--- src/rmna_pkg.sv ---
package rmna_pkg;

  localparam int FIELD_BITS = 32;
  localparam int WIDE_BITS  = 128;
  localparam int MAG_BITS   = 64;

  localparam logic [2:0] FUNC_NORM = 3'd0;
  localparam logic [2:0] FUNC_ADD  = 3'd1;
  localparam logic [2:0] FUNC_SUB  = 3'd2;
  localparam logic [2:0] FUNC_MUL  = 3'd3;
  localparam logic [2:0] FUNC_DIV  = 3'd4;

  localparam logic [1:0] ST_OK   = 2'd0;
  localparam logic [1:0] ST_DIV0 = 2'd1;
  localparam logic [1:0] ST_OVF  = 2'd2;

  // classified job handed from the front to the back
  typedef struct packed {
    logic                    err;
    logic [2:0]              func;
    logic                    a_neg;
    logic                    b_neg;
    logic [FIELD_BITS-1:0]   a_whole;
    logic [FIELD_BITS-1:0]   a_numer;
    logic [FIELD_BITS-1:0]   a_denom;
    logic [FIELD_BITS-1:0]   b_whole;
    logic [FIELD_BITS-1:0]   b_numer;
    logic [FIELD_BITS-1:0]   b_denom;
  } job_t;

endpackage

--- src/rmna_front.sv ---
module rmna_front
  import rmna_pkg::*;
#(
  parameter int RES_BITS = 32
) (
  input  logic                  clk,
  input  logic                  rst,
  input  logic                  valid,
  output logic                  stall,
  input  logic [2:0]            func,
  input  logic                  a_negative,
  input  logic [FIELD_BITS-1:0] a_whole,
  input  logic [FIELD_BITS-1:0] a_numer,
  input  logic [FIELD_BITS-1:0] a_denom,
  input  logic                  b_negative,
  input  logic [FIELD_BITS-1:0] b_whole,
  input  logic [FIELD_BITS-1:0] b_numer,
  input  logic [FIELD_BITS-1:0] b_denom,
  output logic                  q_valid,
  input  logic                  q_take,
  output job_t                  q_job
);

  localparam logic [FIELD_BITS-1:0] MASK =
    FIELD_BITS'((65'd1 << RES_BITS) - 65'd1);

  // two-entry queue
  job_t       mem [2];
  logic       wp;
  logic       rp;
  logic [1:0] cnt;
  job_t       job;
  logic [2:0] f;
  logic       acc;

  always_comb begin
    f = (func > FUNC_DIV) ? FUNC_NORM : func;
    job.func    = f;
    job.a_neg   = a_negative;
    job.b_neg   = b_negative;
    job.a_whole = a_whole & MASK;
    job.a_numer = a_numer & MASK;
    job.a_denom = a_denom & MASK;
    job.b_whole = b_whole & MASK;
    job.b_numer = b_numer & MASK;
    job.b_denom = b_denom & MASK;
    job.err = (job.a_denom == '0) || (f != FUNC_NORM && job.b_denom == '0) ||
              (f == FUNC_DIV && job.b_whole == '0 && job.b_numer == '0);
  end

  assign stall   = (cnt == 2'd2);
  assign acc     = valid && !stall;
  assign q_valid = (cnt != 2'd0);
  assign q_job   = mem[rp];

  always_ff @(posedge clk) begin
    if (acc) begin
      mem[wp] <= job;
    end
    if (rst) begin
      wp  <= 1'b0;
      rp  <= 1'b0;
      cnt <= 2'd0;
    end else begin
      if (acc) wp <= ~wp;
      if (q_take && q_valid) rp <= ~rp;
      cnt <= cnt + {1'b0, acc} - {1'b0, q_take && q_valid};
    end
  end

  assert property (@(posedge clk) disable iff (rst) cnt <= 2'd2)
    else $error("queue count out of range");
  assert property (@(posedge clk) disable iff (rst)
    (cnt == 2'd2 && !(q_take && q_valid)) |=> cnt == 2'd2)
    else $error("full queue lost an entry");
  assert property (@(posedge clk) disable iff (rst)
    (cnt == 2'd0 && !acc) |=> !q_valid)
    else $error("empty queue shows valid");

endmodule

--- config.mk ---
export PLATFORM = sky130hd
export DESIGN_NAME = rmna_front
export DESIGN_NICKNAME = d
export VERILOG_FILES = /design/src/rmna_pkg.sv /design/src/rmna_front.sv
export SDC_FILE = /design/constraint.sdc
export NUM_CORES = 1
export LEC_CHECK = 0
export BUFFER_PORTS_ARGS = -buffer_cell sky130_fd_sc_hd__buf_2
export CORE_ASPECT_RATIO = 1.25
export CORE_MARGIN = 10
export CORE_UTILIZATION = 50
export DETAILED_ROUTE_END_ITERATION = 8
export HOLD_SLACK_MARGIN = 0.05
export PLACE_DENSITY = 0.77
export SLEW_MARGIN = 20
export SYNTH_ARGS = -nofsm -noshare
export SYNTH_HDL_FRONTEND = slang
export SYNTH_SLANG_ARGS = --single-unit
--- constraint.sdc ---
create_clock -name clk -period 34.8 [get_ports clk]
set_input_delay 6.96 -clock clk [delete_from_list [all_inputs] [get_ports clk]]
set_output_delay 6.96 -clock clk [all_outputs]
set_load 0.02 [all_outputs]
==> results of run 1 <==
[worst max-delay path: stages (launching register included)]
cell and delay, ns:
dfxtp_4 0.88, buf_4 0.86, mux2_2 0.43, buf_2 0.17
[metal layers]
| layer | wire length, um | global-route usage | vias up |
|---|---|---|---|
| li1 | - | - | 3646 |
| met1 | 12400 | 0.201 | 3923 |
| met2 | 18400 | 0.320 | 361 |
| met3 | 2760 | 0.0545 | 67 |
| met4 | 1040 | 0.0682 | 0 |
| met5 | 0 | 0 | - |
[cell families after synthesis]
| group | after synthesis | share of synthesized area |
|---|---|---|
| flops | 401 | 0.811 |
| compound gates | 1 | 0.000338 |
| mux | 198 | 0.151 |
| fa+ha+maj | 2 | 0.00169 |
| buf+inv | 24 | 0.00787 |
| simple gates | 60 | 0.0253 |
| xor+xnor | 5 | 0.00296 |
[power groups by stage]
stage,registers (W),logic [W],clock network [W]
after floorplan,0.000654,0.000248,0
after CTS,0.000639,0.000369,0.000390
after detailed placement,0.000649,0.000367,0
after global placement,0.000645,0.000365,0
after global routing,0.000644,0.000387,0.000407
final,0.000637,0.000363,0.000381
[cell usage after synthesis, drive strengths merged]
cell type / number / area share
and2: 2 / 0.00085
and3: 1 / 0.00042
buf: 21 / 0.0071
clkbuf: 1 / 0.00025
dfxtp: 5 / 0.0068
edfxtp: 396 / 0.80
ha: 2 / 0.0017
inv: 2 / 0.00051
mux2: 198 / 0.15
nand2: 2 / 0.00051
nand2b: 1 / 0.00042
nand3: 1 / 0.00034
nand4: 7 / 0.0030
nor2: 8 / 0.0020
nor2b: 3 / 0.0013
nor3: 1 / 0.00034
nor4: 32 / 0.015
o21ai: 1 / 0.00034
or2: 1 / 0.00042
or4: 1 / 0.00051
xnor2: 2 / 0.0012
xor2: 3 / 0.0018
[area by class of cell]
cell class                      instances  area [um2]
Antenna cell                            6        15.0
Clock buffer                           56        1090
Clock inverter                         12        52.6
Fill cell                            2141       10900
Inverter                                2        7.51
Multi-Input combinational cell        266        2690
Sequential cell                       401       12000
Tap cell                              396         495
Timing Repair Buffer                  407        2050
[through the flow]
step,hold slack (ns),utilization,setup WS (ns)
CTS,0.531,0.629,24.79
detailed placement,0.518,0.589,25.35
global placement,0.493,0.589,25.32
finish,0.537,0.629,24.83
global route,0.571,0.629,24.67
floorplan,0.481,-,18.78
[registers in the layout (all words and copies together) (netlist names), named ones only]
signal / count
wp: 1
cnt: 2
mem: 396
rp: 1
[path summary, 6_finish.rpt]
path | to | startpoint | cells past startpoint | slack, ns
worst max-delay path | q_job[100] | flip-flop | 3 | 24.83
worst min-delay path | rp$_SDFFE_PP0P_ | rp$_SDFFE_PP0P_ | 2 | 0.54
worst max register to register | mem[0][87]$_DFFE_PP_ | cnt[0]$_SDFF_PP0_ | 5 | 31.92
worst min register to register | rp$_SDFFE_PP0P_ | rp$_SDFFE_PP0P_ | 2 | 0.54
==> flow_summary.toml, run 1 <==
[placement]
dpl_cell_area_mm2 = 0.0172
dp_cells = 1472
routabilityCongestion = 0.762
port_buffers = 400
dpl.hpwl_um = 24500

[yosys]
seq_area_frac_synth = 0.811
ys_types = 23
synth_nets = 894
synth-seq-cells = 401
yosysWarnings = 0
avgSynthCellArea_um2 = 21.4
syn_area_mm2 = 0.0148
syn_inst = 691

[floorplanning]
rows = 70
die_width_um = 174
die_area_mm2 = 0.0369
io-pin-count = 401
start_util = 0.505
core_mm2 = 0.0293
die_h_um = 212

[cells_and_area]
final_common_cell = "buf_2"
area_growth_pct = 24.5
mostFrequentLayoutCells = "400 x buf_2, 396 x edfxtp_1, 198 x mux2_2, 41 x clkbuf_16, 28 x nor4_1"
drive_gt1_frac = 0.576
finalNetCount = 1319
postLayoutCellArea_mm2 = 0.0184
layoutNonFillerInstCount = 1546

[worst_setup_path]
crit_type = "flip-flop to primary output"
end_kind = "primary output"
required_ns = 27.84
crit_fanout = 77
arrival_ns = 3.01
worst_setup_path_start_kind = "flip-flop"

[sta]
setup_viol = 0
slew_viol_final = 0
fmax_mhz = 100
hold_viol_final = 0
finClkSkew_ns = 0.00892
relSlewSlack = 0.275
setup_tns_ns = 0
finalCriticalPeriod_ns = 9.97
fin_crit_sh = 0.286
tightest_slew_ns = 1.09
grt_setup_unrepaired = "false"

[global_route]
grt-ovfl-total = 0
grt_max_degree = 79
grtUsageTotal = 0.180
antenna_found_initial = 6
grt_pass1_vias = 8598
grt_pass1_wl_um = 51100

[power_and_ir_drop]
p_leak_nw = 6.74
combPwrFrac = 0.263
power.total_w = 0.00138
p_sw_frac = 0.300
ir_drop_uv = 71.1
pwr-share-clk = 0.276
pwr-share-seq = 0.461
p_int_w = 0.000967
p_sw_w = 0.000414
cellPowerDensity_mw_per_mm2 = 75.1

[drt]
firstDrtPassIters = 4
drc = 0
drt_iter0_drc = 538
wire_per_inst_um = 22.4
dr_total_vias = 7997
ant_nets = 0
via_per_inst = 5.17
drt_wl_total_um = 34600

[outcome]
status = "complete, no violations"

[clocking]
cts_max_level = 2
postCtsSetupBuffers = 0
cts_tree = "built"
max-clock-path-buffers = 3
ctsHoldBuffers = 0
clkLatencyLatePin_ns = 0.52
cts.repair.resized = 0
numCtsBuffers = 38
cts-root-buf = "clkbuf_16"
clock_sink_count = 401
clk_pin_slew_ns = 0.06

[worst_hold_path]
hold_path_class = "flip-flop to flip-flop"

[run]
drv_cap = 0
(Power assumes the default switching activity.)
==> run 2, diff against run 1 <==
==> constraint.sdc (replaced) <==
create_clock -name clk -period 10.14 [get_ports clk]
set_input_delay 2.028 -clock clk [delete_from_list [all_inputs] [get_ports clk]]
set_output_delay 2.028 -clock clk [all_outputs]
set_load 0.02 [all_outputs]
==> run 2 against run 1 <==
Compared with the run above: combinational power grew to 3.4 times the previous value; setup slack worse by 20 ns; total power rose to 3.5 times the previous value; clock skew rose by 0.014 ns; die area stayed put; sequential power grew to 3.4 times the previous value; sequential cell count unchanged; register-to-register slack lost 25 ns; final cell count down 0.13%; cell area up 0.83%; non-clock buffer count unchanged; wire length decreased by 2.3%; critical path type unchanged; largest power group unchanged.
==> flow_summary.toml, run 2 (synthesis gave the netlist of run 1 again) <==
[placement]
dpl.hpwl_um = 24100
dp_cells = 1472
routabilityCongestion = 0.794
port_buffers = 400

[power_and_ir_drop]
p_leak_nw = 6.83
cellPowerDensity_mw_per_mm2 = 263
power.total_w = 0.00488
ir_drop_uv = 206

[floorplanning]
rows = 70
start_util = 0.505
die_width_um = 174
core_mm2 = 0.0293
io-pin-count = 401
die_area_mm2 = 0.0369
die_h_um = 212

[drt]
firstDrtPassIters = 4
drt_iter0_drc = 484
dr_total_vias = 8007
wire_per_inst_um = 21.9
ant_nets = 0
drc = 0
via_per_inst = 5.19
drt_wl_total_um = 33800

[worst_setup_path]
crit_type = "flip-flop to primary output"
arrival_ns = 2.89
r2r_slack_ns = 7.29
path_cells = "buf_4, mux2_2, buf_2"
rr_worst_depth = 5
required_ns = 8.11
end_kind = "primary output"
crit_fanout = 81
r2r_end = "mem[0][60]$_DFFE_PP_"
worst_setup_path_start_kind = "flip-flop"
slowest_stage = "buf_4"
cp_slowest_stage_delay_ns = 0.89
timing.rr.start = "cnt[0]$_SDFF_PP0_"

[sta]
setup_tns_ns = 0
finalCriticalPeriod_ns = 4.92
setup_viol = 0
slew_viol_final = 0
tightest_slew_ns = 1.09
grt_setup_unrepaired = "false"
fin_crit_sh = 0.485
fmax_mhz = 203
finClkSkew_ns = 0.0233
hold_viol_final = 0
relSlewSlack = 0.275

[clocking]
cts-root-buf = "clkbuf_16"
numCtsBuffers = 38
ctsHoldBuffers = 0
max-clock-path-buffers = 3
cts_tree = "built"
cts_max_level = 2
clkLatencyLatePin_ns = 0.53
clk_pin_slew_ns = 0.06
clock_sink_count = 401
postCtsSetupBuffers = 0
cts.repair.resized = 0

[cells_and_area]
layoutNonFillerInstCount = 1544
top_regs = "mem (396), cnt (2)"
fin_util = 0.634
largest_register_ffs = 396
area_growth_pct = 25.5
final_common_cell = "buf_2"
mostFrequentLayoutCells = "400 x buf_2, 396 x edfxtp_1, 198 x mux2_2, 41 x clkbuf_16, 28 x nor4_1"
finalNetCount = 1319
drive_gt1_frac = 0.584
max_flop_register = "mem"

[global_route]
antenna_found_initial = 4
grtUsageTotal = 0.176
grt-ovfl-total = 0
grt_pass1_wl_um = 50200
grt_max_degree = 82
grt_pass1_vias = 8620

[run]
drv_cap = 0

[outcome]
status = "complete, no violations"

[worst_hold_path]
hold_path_depth = 2
min_from = "rp$_SDFFE_PP0P_"
hold_path_class = "flip-flop to flip-flop"
## run 2: cell count changes in the layout (fill, tap and decap cells not counted)
| cell | change |
|---|---|
| clkbuf_1 | -6 |
| bufinv_16 | +5 |
| diode_2 | -4 |
| clkinv_2 | +3 |
| clkbuf_8 | +2 |
| clkinv_1 | -2 |
## run 2: final cells by class
| type | instances | area [um2] |
|---|---|---|
| diodes | 2 | 5.00 |
| clock buffers | 52 | 1100 |
| clock inverters | 18 | 210 |
| fillers | 2088 | 10700 |
| inverters | 2 | 7.51 |
| multi-input cells | 266 | 2690 |
| flip-flops and latches | 401 | 12000 |
| well taps | 396 | 495 |
| repair buffers | 407 | 2050 |
## run 2: how the worst max path moves through the flow
stage	from	to	slack, ns
global route	flip-flop	q_job[121]	5.07
floorplan	valid	mem[0][0]$_DFFE_PP_	2.40
global placement	valid	mem[0][81]$_DFFE_PP_	5.67
detailed placement	valid	mem[0][64]$_DFFE_PP_	5.64
CTS	flip-flop	q_job[146]	5.17
finish	flip-flop	q_job[161]	5.22
## run 2: stage by stage
stage,cell area [um2],hold WS (ns),worst slack (ns)
global placement,17200,0.494,5.67
detailed placement,17200,0.513,5.64
global route,18600,0.577,5.07
floorplan,14800,0.481,2.40
finish,18600,0.543,5.22
CTS,18600,0.532,5.17
## run 2: worst max-delay path: cells and delay by family, from the launching register on
| family | cells | cell delay, ns |
|---|---|---|
| buf+inv | 2 | 1.05 |
| flops | 1 | 0.77 |
| mux | 1 | 0.44 |
## run 2: where the power goes
group	internal (W)	total (W)	switching, W	leakage (nW)
combinational	0.000468	0.00125	0.000785	2.45
clock	0.000886	0.00146	0.000570	0.640
sequential	0.00211	0.00218	0.0000696	3.74
total	0.00346	0.00488	0.00142	6.83
## run 2: metal layers
layer / part of all wire / track usage / routed length, um
met1: 0.36 / 0.200 / 12200
met2: 0.52 / 0.308 / 17700
met3: 0.087 / 0.0593 / 2960
met4: 0.027 / 0.0614 / 930
met5: 0.00077 / 0 / 26
